[src/rtl/core/session_table_snapshot_sync_assert.svh]
// ---------------------------------------------------------------------------
// Session table assertion macros
// Shorthand for clocked, reset-qualified property checks on the top level.
// ---------------------------------------------------------------------------
`ifndef SESSION_TABLE_SNAPSHOT_SYNC_ASSERT_SVH
`define SESSION_TABLE_SNAPSHOT_SYNC_ASSERT_SVH

// The consequent must hold in the same cycle as the antecedent.
`define STS_ASSERT_SAME(label, ante, cons, msg) \
    label: assert property (@(posedge i_clk) disable iff (!i_rst_n) (ante) |-> (cons)) \
        else $error(msg);

// The consequent must hold in the cycle after the antecedent.
`define STS_ASSERT_NEXT(label, ante, cons, msg) \
    label: assert property (@(posedge i_clk) disable iff (!i_rst_n) (ante) |=> (cons)) \
        else $error(msg);

`endif

[src/rtl/core/sts_pkg.sv]
// ---------------------------------------------------------------------------
// Session table package
// Opcodes, outcome codes, status codes, shared structs and helper functions.
// ---------------------------------------------------------------------------
`default_nettype none

package sts_pkg;

    typedef enum logic [2:0] {
        OP_CLEAR      = 3'd0,
        OP_REMOVE     = 3'd1,
        OP_UPSERT     = 3'd2,
        OP_SNAP_BEGIN = 3'd3,
        OP_SNAP_END   = 3'd4
    } t_opcode;

    typedef enum logic [3:0] {
        OC_UPDATED   = 4'd0,
        OC_INSERTED  = 4'd1,
        OC_DROPPED   = 4'd2,
        OC_REMOVED   = 4'd3,
        OC_MISS      = 4'd4,
        OC_CLEARED   = 4'd5,
        OC_MARKED    = 4'd6,
        OC_SWEPT     = 4'd7,
        OC_NOP       = 4'd8
    } t_outcome;

    typedef enum logic [1:0] {
        ST_IDLE,
        ST_SCAN,
        ST_WAIT,
        ST_APPLY
    } t_state;

    // Raw status bytes.
    localparam logic [7:0] CH_THINKING = 8'h54;
    localparam logic [7:0] CH_CODING   = 8'h43;
    localparam logic [7:0] CH_TESTING  = 8'h56;
    localparam logic [7:0] CH_ERROR    = 8'h45;
    localparam logic [7:0] CH_IDLE     = 8'h49;

    // Stored status codes.
    localparam logic [2:0] STAT_THINKING = 3'd0;
    localparam logic [2:0] STAT_CODING   = 3'd1;
    localparam logic [2:0] STAT_TESTING  = 3'd2;
    localparam logic [2:0] STAT_ERROR    = 3'd3;
    localparam logic [2:0] STAT_IDLE     = 3'd4;

    // Load tiers and their upper bounds.
    localparam logic [2:0] TIER_NONE    = 3'd0;
    localparam logic [2:0] TIER_ONE     = 3'd1;
    localparam logic [2:0] TIER_LIGHT   = 3'd2;
    localparam logic [2:0] TIER_SEVERAL = 3'd3;
    localparam logic [2:0] TIER_HEAVY   = 3'd4;
    localparam logic [7:0] TIER_LIGHT_MAX   = 8'd3;
    localparam logic [7:0] TIER_SEVERAL_MAX = 8'd6;

    typedef struct packed {
        logic [2:0]  status;
        logic        done;
        logic [31:0] elapsed;
    } t_entry_meta;

    typedef struct packed {
        logic load;
        logic rd_en;
        logic cmp_en;
        logic apply;
    } t_dp_cmd;

    typedef struct packed {
        t_outcome   outcome;
        logic [2:0] slot_index;
        logic [3:0] active_count;
        logic [2:0] load_tier;
        logic       structure_changed;
    } t_result;

    function automatic logic [2:0] sts_status_code(input logic [7:0] c);
        logic [2:0] code;
        unique case (c)
            CH_THINKING: code = STAT_THINKING;
            CH_CODING:   code = STAT_CODING;
            CH_TESTING:  code = STAT_TESTING;
            CH_ERROR:    code = STAT_ERROR;
            CH_IDLE:     code = STAT_IDLE;
            default:     code = STAT_THINKING;
        endcase
        return code;
    endfunction

    function automatic logic [2:0] sts_load_tier(input logic [7:0] n);
        logic [2:0] tier;
        priority if (n == 8'd0) begin
            tier = TIER_NONE;
        end else if (n == 8'd1) begin
            tier = TIER_ONE;
        end else if (n <= TIER_LIGHT_MAX) begin
            tier = TIER_LIGHT;
        end else if (n <= TIER_SEVERAL_MAX) begin
            tier = TIER_SEVERAL;
        end else begin
            tier = TIER_HEAVY;
        end
        return tier;
    endfunction

endpackage

`default_nettype wire

[src/rtl/core/sts_if.sv]
// ---------------------------------------------------------------------------
// Session table channel interfaces
// Valid/ready command channel and result channel.
// ---------------------------------------------------------------------------
`default_nettype none

interface sts_cmd_if;
    logic        valid;
    logic        ready;
    logic [2:0]  opcode;
    logic [63:0] session_key;
    logic [7:0]  status_char;
    logic [31:0] elapsed_seconds;

    modport source (
        output valid, opcode, session_key, status_char, elapsed_seconds,
        input  ready
    );
    modport sink (
        input  valid, opcode, session_key, status_char, elapsed_seconds,
        output ready
    );
endinterface

interface sts_res_if;
    logic       valid;
    logic       ready;
    logic [3:0] outcome;
    logic [2:0] slot_index;
    logic [3:0] active_count;
    logic [2:0] load_tier;
    logic       structure_changed;

    modport source (
        output valid, outcome, slot_index, active_count, load_tier, structure_changed,
        input  ready
    );
    modport sink (
        input  valid, outcome, slot_index, active_count, load_tier, structure_changed,
        output ready
    );
endinterface

`default_nettype wire

[src/rtl/core/sts_datapath.sv]
// ---------------------------------------------------------------------------
// Session table datapath
// Entry storage, key compare, scan accumulators and the result register.
// ---------------------------------------------------------------------------
`default_nettype none

module sts_datapath import sts_pkg::*; #(
    parameter  int TABLE_SLOTS = 8,
    parameter  int KEY_BITS    = 64,
    localparam int SLOT_W      = (TABLE_SLOTS > 1) ? $clog2(TABLE_SLOTS) : 1,
    localparam int CNT_W       = $clog2(TABLE_SLOTS + 1)
) (
    input  logic              i_clk,
    input  logic              i_rst_n,
    input  t_dp_cmd           i_cmd,
    input  logic [SLOT_W-1:0] i_rd_idx,
    input  logic [SLOT_W-1:0] i_cmp_idx,
    input  logic [2:0]        i_opcode,
    input  logic [63:0]       i_session_key,
    input  logic [7:0]        i_status_char,
    input  logic [31:0]       i_elapsed_seconds,
    output t_result           o_result
);

    logic [TABLE_SLOTS-1:0] r_used;
    logic [TABLE_SLOTS-1:0] r_seen;
    logic [KEY_BITS-1:0]    r_key_mem  [TABLE_SLOTS];
    t_entry_meta            r_meta_mem [TABLE_SLOTS];

    logic [KEY_BITS-1:0] r_key_rd;
    t_opcode             r_op;
    logic [KEY_BITS-1:0] r_key;
    logic [2:0]          r_status;
    logic [31:0]         r_elapsed;
    logic                r_hit;
    logic [SLOT_W-1:0]   r_hit_idx;
    logic                r_free;
    logic [SLOT_W-1:0]   r_free_idx;
    logic [CNT_W-1:0]    r_count;
    logic                r_any_drop;
    t_result             r_result;

    logic                   cmp_used;
    logic                   cmp_seen;
    logic                   cmp_hit;
    logic                   cmp_kept;
    logic                   cmp_drop;
    logic [TABLE_SLOTS-1:0] n_used;
    logic [TABLE_SLOTS-1:0] n_seen;
    logic                   wr_key;
    logic                   wr_meta;
    logic [SLOT_W-1:0]      wr_slot;
    logic [SLOT_W-1:0]      res_slot;
    t_outcome               res_outcome;
    logic                   res_changed;
    logic [CNT_W-1:0]       n_count;
    logic [7:0]             count_ext;
    t_entry_meta            wr_meta_data;

    // Per-slot scan step: what the slot contributes to the surviving count.
    always_comb begin
        cmp_used = r_used[i_cmp_idx];
        cmp_seen = r_seen[i_cmp_idx];
        cmp_hit  = cmp_used && (r_key_rd == r_key);
        unique case (r_op)
            OP_CLEAR: begin
                cmp_kept = 1'b0;
                cmp_drop = cmp_used;
            end
            OP_SNAP_END: begin
                cmp_kept = cmp_used && cmp_seen;
                cmp_drop = cmp_used && !cmp_seen;
            end
            default: begin
                cmp_kept = cmp_used;
                cmp_drop = 1'b0;
            end
        endcase
    end

    // Commit decision once the scan is complete.
    always_comb begin
        n_used      = r_used;
        n_seen      = r_seen;
        wr_key      = 1'b0;
        wr_meta     = 1'b0;
        wr_slot     = r_hit_idx;
        res_slot    = '0;
        res_outcome = OC_NOP;
        res_changed = 1'b0;
        n_count     = r_count;
        unique case (r_op)
            OP_CLEAR: begin
                n_used      = '0;
                res_outcome = OC_CLEARED;
                res_changed = r_any_drop;
            end
            OP_REMOVE: begin
                if (r_hit) begin
                    n_used[r_hit_idx] = 1'b0;
                    res_slot          = r_hit_idx;
                    res_outcome       = OC_REMOVED;
                    res_changed       = 1'b1;
                    n_count           = r_count - CNT_W'(1);
                end else begin
                    res_outcome = OC_MISS;
                end
            end
            OP_UPSERT: begin
                if (r_hit) begin
                    wr_meta           = 1'b1;
                    n_seen[r_hit_idx] = 1'b1;
                    res_slot          = r_hit_idx;
                    res_outcome       = OC_UPDATED;
                end else if (r_free) begin
                    wr_slot            = r_free_idx;
                    wr_key             = 1'b1;
                    wr_meta            = 1'b1;
                    n_used[r_free_idx] = 1'b1;
                    n_seen[r_free_idx] = 1'b1;
                    res_slot           = r_free_idx;
                    res_outcome        = OC_INSERTED;
                    res_changed        = 1'b1;
                    n_count            = r_count + CNT_W'(1);
                end else begin
                    res_outcome = OC_DROPPED;
                end
            end
            OP_SNAP_BEGIN: begin
                n_seen      = r_seen & ~r_used;
                res_outcome = OC_MARKED;
            end
            OP_SNAP_END: begin
                n_used      = r_used & r_seen;
                res_outcome = OC_SWEPT;
                res_changed = r_any_drop;
            end
            default: begin
                res_outcome = OC_NOP;
            end
        endcase
        count_ext    = 8'(n_count);
        wr_meta_data = '{status: r_status, done: (r_status == STAT_IDLE),
                         elapsed: r_elapsed};
    end

    always_ff @(posedge i_clk) begin
        if (!i_rst_n) begin
            r_used <= '0;
            r_seen <= '0;
        end else if (i_cmd.apply) begin
            r_used <= n_used;
            r_seen <= n_seen;
        end
    end

    always_ff @(posedge i_clk) begin
        if (i_cmd.apply && wr_key) begin
            r_key_mem[wr_slot] <= r_key;
        end
        if (i_cmd.apply && wr_meta) begin
            r_meta_mem[wr_slot] <= wr_meta_data;
        end
        if (i_cmd.rd_en) begin
            r_key_rd <= r_key_mem[i_rd_idx];
        end
    end

    always_ff @(posedge i_clk) begin
        if (i_cmd.load) begin
            r_op       <= t_opcode'(i_opcode);
            r_key      <= i_session_key[KEY_BITS-1:0];
            r_status   <= sts_status_code(i_status_char);
            r_elapsed  <= i_elapsed_seconds;
            r_hit      <= 1'b0;
            r_hit_idx  <= '0;
            r_free     <= 1'b0;
            r_free_idx <= '0;
            r_count    <= '0;
            r_any_drop <= 1'b0;
        end else if (i_cmd.cmp_en) begin
            // Slots are visited in ascending order, so the first match wins.
            if (cmp_hit && !r_hit) begin
                r_hit     <= 1'b1;
                r_hit_idx <= i_cmp_idx;
            end
            if (!cmp_used && !r_free) begin
                r_free     <= 1'b1;
                r_free_idx <= i_cmp_idx;
            end
            r_count    <= r_count + CNT_W'(cmp_kept);
            r_any_drop <= r_any_drop | cmp_drop;
        end
    end

    always_ff @(posedge i_clk) begin
        if (i_cmd.apply) begin
            r_result <= '{outcome:           res_outcome,
                          slot_index:        3'(res_slot),
                          active_count:      count_ext[3:0],
                          load_tier:         sts_load_tier(count_ext),
                          structure_changed: res_changed};
        end
    end

    assign o_result = r_result;

endmodule

`default_nettype wire

[src/rtl/core/sts_ctrl.sv]
// ---------------------------------------------------------------------------
// Session table controller
// Sequences accept, slot scan, commit and result handoff.
// ---------------------------------------------------------------------------
`default_nettype none

module sts_ctrl import sts_pkg::*; #(
    parameter  int TABLE_SLOTS = 8,
    localparam int SLOT_W      = (TABLE_SLOTS > 1) ? $clog2(TABLE_SLOTS) : 1
) (
    input  logic              i_clk,
    input  logic              i_rst_n,
    input  logic              i_in_valid,
    output logic              o_in_ready,
    output logic              o_out_valid,
    input  logic              i_out_ready,
    output t_dp_cmd           o_cmd,
    output logic [SLOT_W-1:0] o_rd_idx,
    output logic [SLOT_W-1:0] o_cmp_idx
);

    localparam logic [SLOT_W-1:0] LAST_SLOT = SLOT_W'(TABLE_SLOTS - 1);

    t_state            r_state;
    t_state            n_state;
    logic [SLOT_W-1:0] r_idx;
    logic              r_cmp_en;
    logic [SLOT_W-1:0] r_cmp_idx;
    logic              r_out_valid;

    always_ff @(posedge i_clk) begin
        if (!i_rst_n) begin
            r_state <= ST_IDLE;
        end else begin
            r_state <= n_state;
        end
    end

    always_comb begin
        n_state      = r_state;
        o_cmd        = '0;
        o_in_ready   = 1'b0;
        o_cmd.cmp_en = r_cmp_en;
        unique case (r_state)
            ST_IDLE: begin
                o_in_ready = 1'b1;
                if (i_in_valid) begin
                    o_cmd.load = 1'b1;
                    n_state    = ST_SCAN;
                end
            end
            ST_SCAN: begin
                o_cmd.rd_en = 1'b1;
                if (r_idx == LAST_SLOT) begin
                    n_state = ST_WAIT;
                end
            end
            ST_WAIT: begin
                n_state = ST_APPLY;
            end
            ST_APPLY: begin
                if (!r_out_valid || i_out_ready) begin
                    o_cmd.apply = 1'b1;
                    n_state     = ST_IDLE;
                end
            end
        endcase
    end

    // The compare index is a registered copy of the read address.
    always_ff @(posedge i_clk) begin
        if (!i_rst_n) begin
            r_idx     <= '0;
            r_cmp_en  <= 1'b0;
            r_cmp_idx <= '0;
        end else begin
            if (o_cmd.load) begin
                r_idx <= '0;
            end else if (r_state == ST_SCAN && r_idx != LAST_SLOT) begin
                r_idx <= r_idx + SLOT_W'(1);
            end
            r_cmp_en  <= (r_state == ST_SCAN);
            r_cmp_idx <= r_idx;
        end
    end

    always_ff @(posedge i_clk) begin
        if (!i_rst_n) begin
            r_out_valid <= 1'b0;
        end else if (o_cmd.apply) begin
            r_out_valid <= 1'b1;
        end else if (i_out_ready) begin
            r_out_valid <= 1'b0;
        end
    end

    assign o_out_valid = r_out_valid;
    assign o_rd_idx    = r_idx;
    assign o_cmp_idx   = r_cmp_idx;

endmodule

`default_nettype wire

[src/rtl/core/session_table_snapshot_sync.sv]
// ---------------------------------------------------------------------------
// Session table with snapshot synchronization
// A new command is accepted only after the previous one has been committed;
// each command is scanned one slot per cycle through the key memory's single
// read port, and its commit waits until the previous result has been taken.
// Reset: synchronous, active low; empties the table and drops any pending result.
// ---------------------------------------------------------------------------
`default_nettype none

`include "session_table_snapshot_sync_assert.svh"

module session_table_snapshot_sync import sts_pkg::*; #(
    parameter int TABLE_SLOTS = 8,
    parameter int KEY_BITS    = 64
) (
    input  logic       i_clk,
    input  logic       i_rst_n,
    sts_cmd_if.sink    i_cmd,
    sts_res_if.source  o_res
);

    localparam int SLOT_W = (TABLE_SLOTS > 1) ? $clog2(TABLE_SLOTS) : 1;

    // Every command runs the same sequence. The controller accepts a transfer
    // only when idle, then walks the slots in ascending order, reading one key
    // per cycle. The datapath compares each key in the cycle after its read,
    // records the first matching slot, the first free slot, the number of
    // entries that survive the command and whether any entry is dropped. After
    // the last compare the controller commits the change and loads the result
    // register in the same cycle, provided the previous result has been taken.
    // A waiting result never blocks the next command transfer, only its commit.

    t_dp_cmd           s_cmd;
    logic [SLOT_W-1:0] s_rd_idx;
    logic [SLOT_W-1:0] s_cmp_idx;
    t_result           s_result;

    sts_ctrl #(
        .TABLE_SLOTS (TABLE_SLOTS)
    ) u_ctrl (
        .i_clk       (i_clk),
        .i_rst_n     (i_rst_n),
        .i_in_valid  (i_cmd.valid),
        .o_in_ready  (i_cmd.ready),
        .o_out_valid (o_res.valid),
        .i_out_ready (o_res.ready),
        .o_cmd       (s_cmd),
        .o_rd_idx    (s_rd_idx),
        .o_cmp_idx   (s_cmp_idx)
    );

    // The datapath holds the used and seen flags in flip-flops, the keys and
    // entry metadata in small memories, and the registered result.
    sts_datapath #(
        .TABLE_SLOTS (TABLE_SLOTS),
        .KEY_BITS    (KEY_BITS)
    ) u_datapath (
        .i_clk             (i_clk),
        .i_rst_n           (i_rst_n),
        .i_cmd             (s_cmd),
        .i_rd_idx          (s_rd_idx),
        .i_cmp_idx         (s_cmp_idx),
        .i_opcode          (i_cmd.opcode),
        .i_session_key     (i_cmd.session_key),
        .i_status_char     (i_cmd.status_char),
        .i_elapsed_seconds (i_cmd.elapsed_seconds),
        .o_result          (s_result)
    );

    assign o_res.outcome           = s_result.outcome;
    assign o_res.slot_index        = s_result.slot_index;
    assign o_res.active_count      = s_result.active_count;
    assign o_res.load_tier         = s_result.load_tier;
    assign o_res.structure_changed = s_result.structure_changed;

    // A command transfer starts the scan, so the handshake must close behind it.
    `STS_ASSERT_NEXT(a_ready_closes, i_cmd.valid && i_cmd.ready, !i_cmd.ready, "ready stayed high after a command transfer")

    // The commit can never follow directly on a command transfer.
    `STS_ASSERT_NEXT(a_no_early_commit, i_cmd.valid && i_cmd.ready, !s_cmd.apply, "commit issued without a scan")

    // A new result may only be loaded when the old one is gone or leaving.
    `STS_ASSERT_SAME(a_commit_free, s_cmd.apply, !o_res.valid || o_res.ready, "result overwritten before transfer")

    // Only inserts, removes, clears and sweeps can change the table's structure.
    `STS_ASSERT_SAME(a_changed_kind, o_res.valid && o_res.structure_changed, o_res.outcome == OC_INSERTED || o_res.outcome == OC_REMOVED || o_res.outcome == OC_CLEARED || o_res.outcome == OC_SWEPT, "structure change flagged on wrong outcome")

endmodule

`default_nettype wire
[src/flat_wrapper.sv]
// flat-port wrapper written by rule: the top's interface ports become plain ports
module session_table_snapshot_sync_flat import sts_pkg::*;
#(
    parameter int TABLE_SLOTS = 8,
    parameter int KEY_BITS    = 64
)
  (i_clk, i_rst_n, i_cmd_valid, i_cmd_opcode, i_cmd_session_key, i_cmd_status_char, i_cmd_elapsed_seconds, i_cmd_ready, o_res_valid, o_res_outcome, o_res_slot_index, o_res_active_count, o_res_load_tier, o_res_structure_changed, o_res_ready);
  sts_cmd_if i_cmd_i ();
  sts_res_if o_res_i ();
  input  logic i_clk;
  input  logic i_rst_n;
  input wire logic [$bits(i_cmd_i.valid)-1:0] i_cmd_valid;
  input wire logic [$bits(i_cmd_i.opcode)-1:0] i_cmd_opcode;
  input wire logic [$bits(i_cmd_i.session_key)-1:0] i_cmd_session_key;
  input wire logic [$bits(i_cmd_i.status_char)-1:0] i_cmd_status_char;
  input wire logic [$bits(i_cmd_i.elapsed_seconds)-1:0] i_cmd_elapsed_seconds;
  output wire logic [$bits(i_cmd_i.ready)-1:0] i_cmd_ready;
  output wire logic [$bits(o_res_i.valid)-1:0] o_res_valid;
  output wire logic [$bits(o_res_i.outcome)-1:0] o_res_outcome;
  output wire logic [$bits(o_res_i.slot_index)-1:0] o_res_slot_index;
  output wire logic [$bits(o_res_i.active_count)-1:0] o_res_active_count;
  output wire logic [$bits(o_res_i.load_tier)-1:0] o_res_load_tier;
  output wire logic [$bits(o_res_i.structure_changed)-1:0] o_res_structure_changed;
  input wire logic [$bits(o_res_i.ready)-1:0] o_res_ready;
  assign i_cmd_i.valid = i_cmd_valid;
  assign i_cmd_i.opcode = i_cmd_opcode;
  assign i_cmd_i.session_key = i_cmd_session_key;
  assign i_cmd_i.status_char = i_cmd_status_char;
  assign i_cmd_i.elapsed_seconds = i_cmd_elapsed_seconds;
  assign i_cmd_ready = i_cmd_i.ready;
  assign o_res_valid = o_res_i.valid;
  assign o_res_outcome = o_res_i.outcome;
  assign o_res_slot_index = o_res_i.slot_index;
  assign o_res_active_count = o_res_i.active_count;
  assign o_res_load_tier = o_res_i.load_tier;
  assign o_res_structure_changed = o_res_i.structure_changed;
  assign o_res_i.ready = o_res_ready;
  session_table_snapshot_sync #(.TABLE_SLOTS(TABLE_SLOTS), .KEY_BITS(KEY_BITS)) u_core (.i_clk(i_clk), .i_rst_n(i_rst_n), .i_cmd(i_cmd_i), .o_res(o_res_i));
endmodule
[config.mk]
export PLATFORM = sky130hd
export DESIGN_NAME = session_table_snapshot_sync_flat
export DESIGN_NICKNAME = d
export VERILOG_FILES = /design/src/rtl/core/sts_pkg.sv /design/src/rtl/core/sts_if.sv /design/src/rtl/core/sts_datapath.sv /design/src/rtl/core/sts_ctrl.sv /design/src/rtl/core/session_table_snapshot_sync.sv /design/src/flat_wrapper.sv
export VERILOG_INCLUDE_DIRS = /design/src /design/src/rtl/core
export SDC_FILE = /design/constraint.sdc
export NUM_CORES = 1
export LEC_CHECK = 0
export ABC_AREA = 1
export BUFFER_PORTS_ARGS = -buffer_cell sky130_fd_sc_hd__buf_4
export CAP_MARGIN = 20
export CORE_ASPECT_RATIO = 0.9
export CORE_UTILIZATION = 60
export DETAILED_ROUTE_END_ITERATION = 8
export PLACE_DENSITY = 0.74
export SYNTH_ARGS = -nofsm -noshare
export SYNTH_HDL_FRONTEND = slang
export SYNTH_HIERARCHICAL = 1
export SYNTH_SLANG_ARGS = --single-unit
[constraint.sdc]
create_clock -name i_clk -period 12 [get_ports i_clk]
set_input_delay 0.6 -clock i_clk [delete_from_list [all_inputs] [get_ports i_clk]]
set_output_delay 0.6 -clock i_clk [all_outputs]
set_load 0.01 [all_outputs]
==> summary.md <==
| Metric | Value |
|---|---|
| Status | finished, final reports clean |
| Most used cell, CP | buf_4 |
| CP Data Required Time | about 12 ns |
| Tightest Pin Transition | roughly 1.1 ns |
| Endpoints failing hold | 0 |
| Syn Nets | between 2k and 2.5k |
| Post-CTS Setup Bufs | 0 |
| Fin crit share | between 20 and 30% |
| First-pass GRT wire length | 91,500 um |
| Switching share of power | 28.0% |
| Cells along the critical path | inv_6, buf_4, buf_4, o21ai_0, o22ai_1, nor2_1, a31oi_1 |
| Share of the synthesized area in the top cell type | 71.3% |
| Via density | between 5 and 6 |
| Sequential element share of the synthesized area | roughly three quarters |
| Final core utilization | 68.1% |
| GRT overflow | 0 |
| CTS Buf Count | between 60 and 70 |
| Setup Crit Path Kind | flip-flop to flip-flop |
| Yosys warns | 6 |
| Final setup skew | around 0.023 ns |
| Core Area | roughly 0.045 sq mm |
| N_diodes | 0 |
| Critical Path Max Stage Delay | 0.82 ns |
| Worst Hold Class | input port to flip-flop |
| VDD IR max | ~0.13 mV |
| GRT Util Overall | about a quarter |
| CTS resizes | 0 |
| Rel. slew slack | 24.4% |
| Synth area leaders | edfxtp_1 71%, nor2_1 7.3%, o21ai_0 5.3% |
| Most common cell in the netlist | edfxtp_1 |
| DIE WIDTH | about 230 um |
| DRC | 0 |
| Cts hold-fix bufs | 0 |
| Sequential power share | roughly half |
| Largest net degree at the start of global routing | 100 |
| Rows | 74 |
| H-Tree Depth | 3 |
| Internal power | 0.00440 W |
| CP Data Arrival Time | 4.05 ns |
| Most area-hungry cell type in the Yosys netlist | edfxtp_1 |
| DR WL/cell | between 15 and 20 um |
| Post-synth top cells | 658 x edfxtp_1, 536 x nor2_1, 294 x o21ai_0, 182 x nand2_1, 127 x inv_1 |
| CTS Root Buffer Type | clkbuf_16 |
| Power Density | a little under 200 mW/mm^2 |
| Worst Hold Slack | around 0.16 ns |
| DP HPWL | between 30,000 and 40,000 um |
| Clock Latency Late Sink | roughly 0.6 ns |
| Asr flop ratio synth | 0% |
| Clock sinks | 697 |
| 1st-iter DRT viols | roughly 1.9k |
| Nets@finish | between 2k and 2.5k |
| Die Ht | just over 200 um |
| Via count | ~18k |
| Clock transition at path regs | about 0.060 ns |
| Slowest cell on crit path | buf_4 |
| # IOs | about 130 |
| Crit. End Element | flip-flop |
| Die ar. | 0.0470 sq mm |
| Post-synth EDFFs | approximately 660 |
| Crit path launch type | flip-flop |
| Post-synthesis average cell area | between 10 and 15 sq um |
| Routed WL | between 50,000 and 60,000 um |
| CP top delay family | buffers and inverters |
| IO buf count | 87 |
| Max Cap Violations | 0 |
| Peak Freq | about 280 MHz |
| Post-Synthesis Cell Area | roughly 0.028 sq mm |
| Initial DRT Pass Iterations | 6 |
| Setup TNS | 0 ns |
| Synth Flop Type | edfxtp_1 |
| Clock tree from TritonCTS | yes |
| Setup violators final | 0 |
| WP buf/inv | 3 |
| Initial Util | 60.9% |
| Share of layout cells above drive strength 1 | roughly a tenth |
| Post-route antenna net violation count | 0 |
| P_sw | around 0.0017 W |
| Gate power share | approximately 15% |
| Layout area overhead | 11.7% |
| Post-synth cell types | 39 |
| Critical Path Fanout Max | between 90 and 100 |
| GP Congestion | 0.896 |
| Post-Syn Instances | between 2k and 2.5k |
| Clk pwr share | approximately 33% |
| Initial antenna violation count | 2 |
| Leakage | roughly 11 nW |
| Pins Over Slew Limit | 0 |
| Vias in the first global route | between 15k and 20k |
| Post-route minimum period | between 3 and 4 ns |
| RSZ-0062 raised after global routing | false |
| Register bit count reported by yosys | 697 |
| Number of buffers on the longest clock path | 3 |
power by group through the flow:
| stage | sequential (W) | combinational, W | clock, W |
|---|---|---|---|
| 6_report | 0.00316 | 0.000943 | 0.00201 |
| 5_1_grt | 0.00319 | 0.00106 | 0.00213 |
| 4_1_cts | 0.00316 | 0.000939 | 0.00204 |
| 3_5_place_dp | 0.00321 | 0.000935 | 0 |
| 3_3_place_gp | 0.00320 | 0.000901 | 0 |
| 2_1_floorplan | 0.00313 | 0.000716 | 0 |
metrics by stage:
| step | setup WS [ns] | area [sq um] | total power [W] | instances |
|---|---|---|---|---|
| 2_1_floorplan | 6.71 | 27700 | 0.00384 | 2257 |
| 3_3_place_gp | 8.55 | 28900 | 0.00410 | 2864 |
| 3_5_place_dp | 8.43 | 28900 | 0.00415 | 2864 |
| 4_1_cts | 8.43 | 30900 | 0.00614 | 2982 |
| 5_1_grt | 8.12 | 30900 | 0.00639 | 2982 |
| 6_report | 8.41 | 30900 | 0.00612 | 2982 |
flip-flops by register name, indices dropped and copies added, names as in the netlist:
| signal | flops |
|---|---|
| u_core/u_datapath/o_result | 15 |
| u_core/u_datapath/r_any_drop | 1 |
| u_core/u_datapath/r_key | 64 |
| u_core/u_datapath/r_seen | 8 |
| u_core/u_datapath/r_key_mem | 512 |
| u_core/u_datapath/r_op | 3 |
| u_core/u_datapath/r_used | 8 |
| u_core/u_ctrl/o_cmp_idx | 3 |
| u_core/u_ctrl/r_cmp_en | 1 |
| u_core/u_datapath/r_key_rd | 64 |
| u_core/u_ctrl/o_out_valid | 1 |
| u_core/u_datapath/r_count | 4 |
| u_core/u_datapath/r_hit_idx | 3 |
| u_core/u_datapath/r_free_idx | 3 |
| u_core/u_ctrl/r_state | 2 |
| u_core/u_datapath/r_hit | 1 |
| u_core/u_datapath/r_free | 1 |
| u_core/u_ctrl/o_rd_idx | 3 |
cell families after synthesis:
logic type | Yosys count | synth area share (%)
DFF | 697 | 74.1
xor gates and xnor gates | 22 | 0.763
AOI/OAI and AO/OA | 493 | 9.69
and+or+nand+nor | 794 | 11.4
buffers and inverters | 241 | 3.55
adders and majority gates | 10 | 0.452
placed cells by master (no fill, tap or decap), types with 10 or more instances in the layout:
master / count
inv_1: 124
nor2_4: 10
xor2_1: 12
o22ai_1: 64
clkbuf_1: 17
dfxtp_1: 37
nand3_1: 42
clkinv_1: 14
a31oi_1: 72
clkbuf_16: 69
buf_4: 107
o21ai_0: 294
nand2_1: 182
nor2_1: 528
edfxtp_1: 658
a21oi_1: 47
worst paths after layout:
path / slack, ns / endpoint / depth (start not counted) / start
worst max-delay path: 8.41 / u_core/u_datapath/r_key_rd[1]$_DFFE_PP_ / 7 / u_core/u_ctrl/o_rd_idx[0]$_SDFFE_PP0P_
worst min-delay path: 0.16 / u_core/u_datapath/r_key[7]$_DFFE_PP_ / 1 / i_cmd_session_key[7]
worst min register to register: 0.46 / u_core/u_datapath/r_any_drop$_SDFFE_PP0P_ / 2 / u_core/u_datapath/r_any_drop$_SDFFE_PP0P_
worst max register to register: 8.41 / u_core/u_datapath/r_key_rd[1]$_DFFE_PP_ / 7 / u_core/u_ctrl/o_rd_idx[0]$_SDFFE_PP0P_
layer usage:
layer,part of all wire [%],vias up,global-route usage (%),wire (um)
met5,0.039,-,0,23
met3,7.5,119,4.57,4470
met2,48,690,41.4,28300
li1,-,8131,-,-
met1,43,8593,34.9,25300
met4,2.3,4,9.35,1390
worst register-to-register path, stage by stage (launching register included):
cell and delay [ns]:
dfxtp_4 0.58, inv_6 0.57, buf_4 0.86, buf_4 0.76, o21ai_0 0.25, o22ai_1 0.21, nor2_1 0.06, a31oi_1 0.16
final cells by class:
class,instances,area [sq um]
fillers,3200,14500
clock inverters,29,235
well taps,608,761
inverters,133,509
repair buffers,107,803
clock buffers,89,1830
flip-flops and latches,697,20500
multi-input cells,1319,6260
Power figures use the tool's default switching activity.
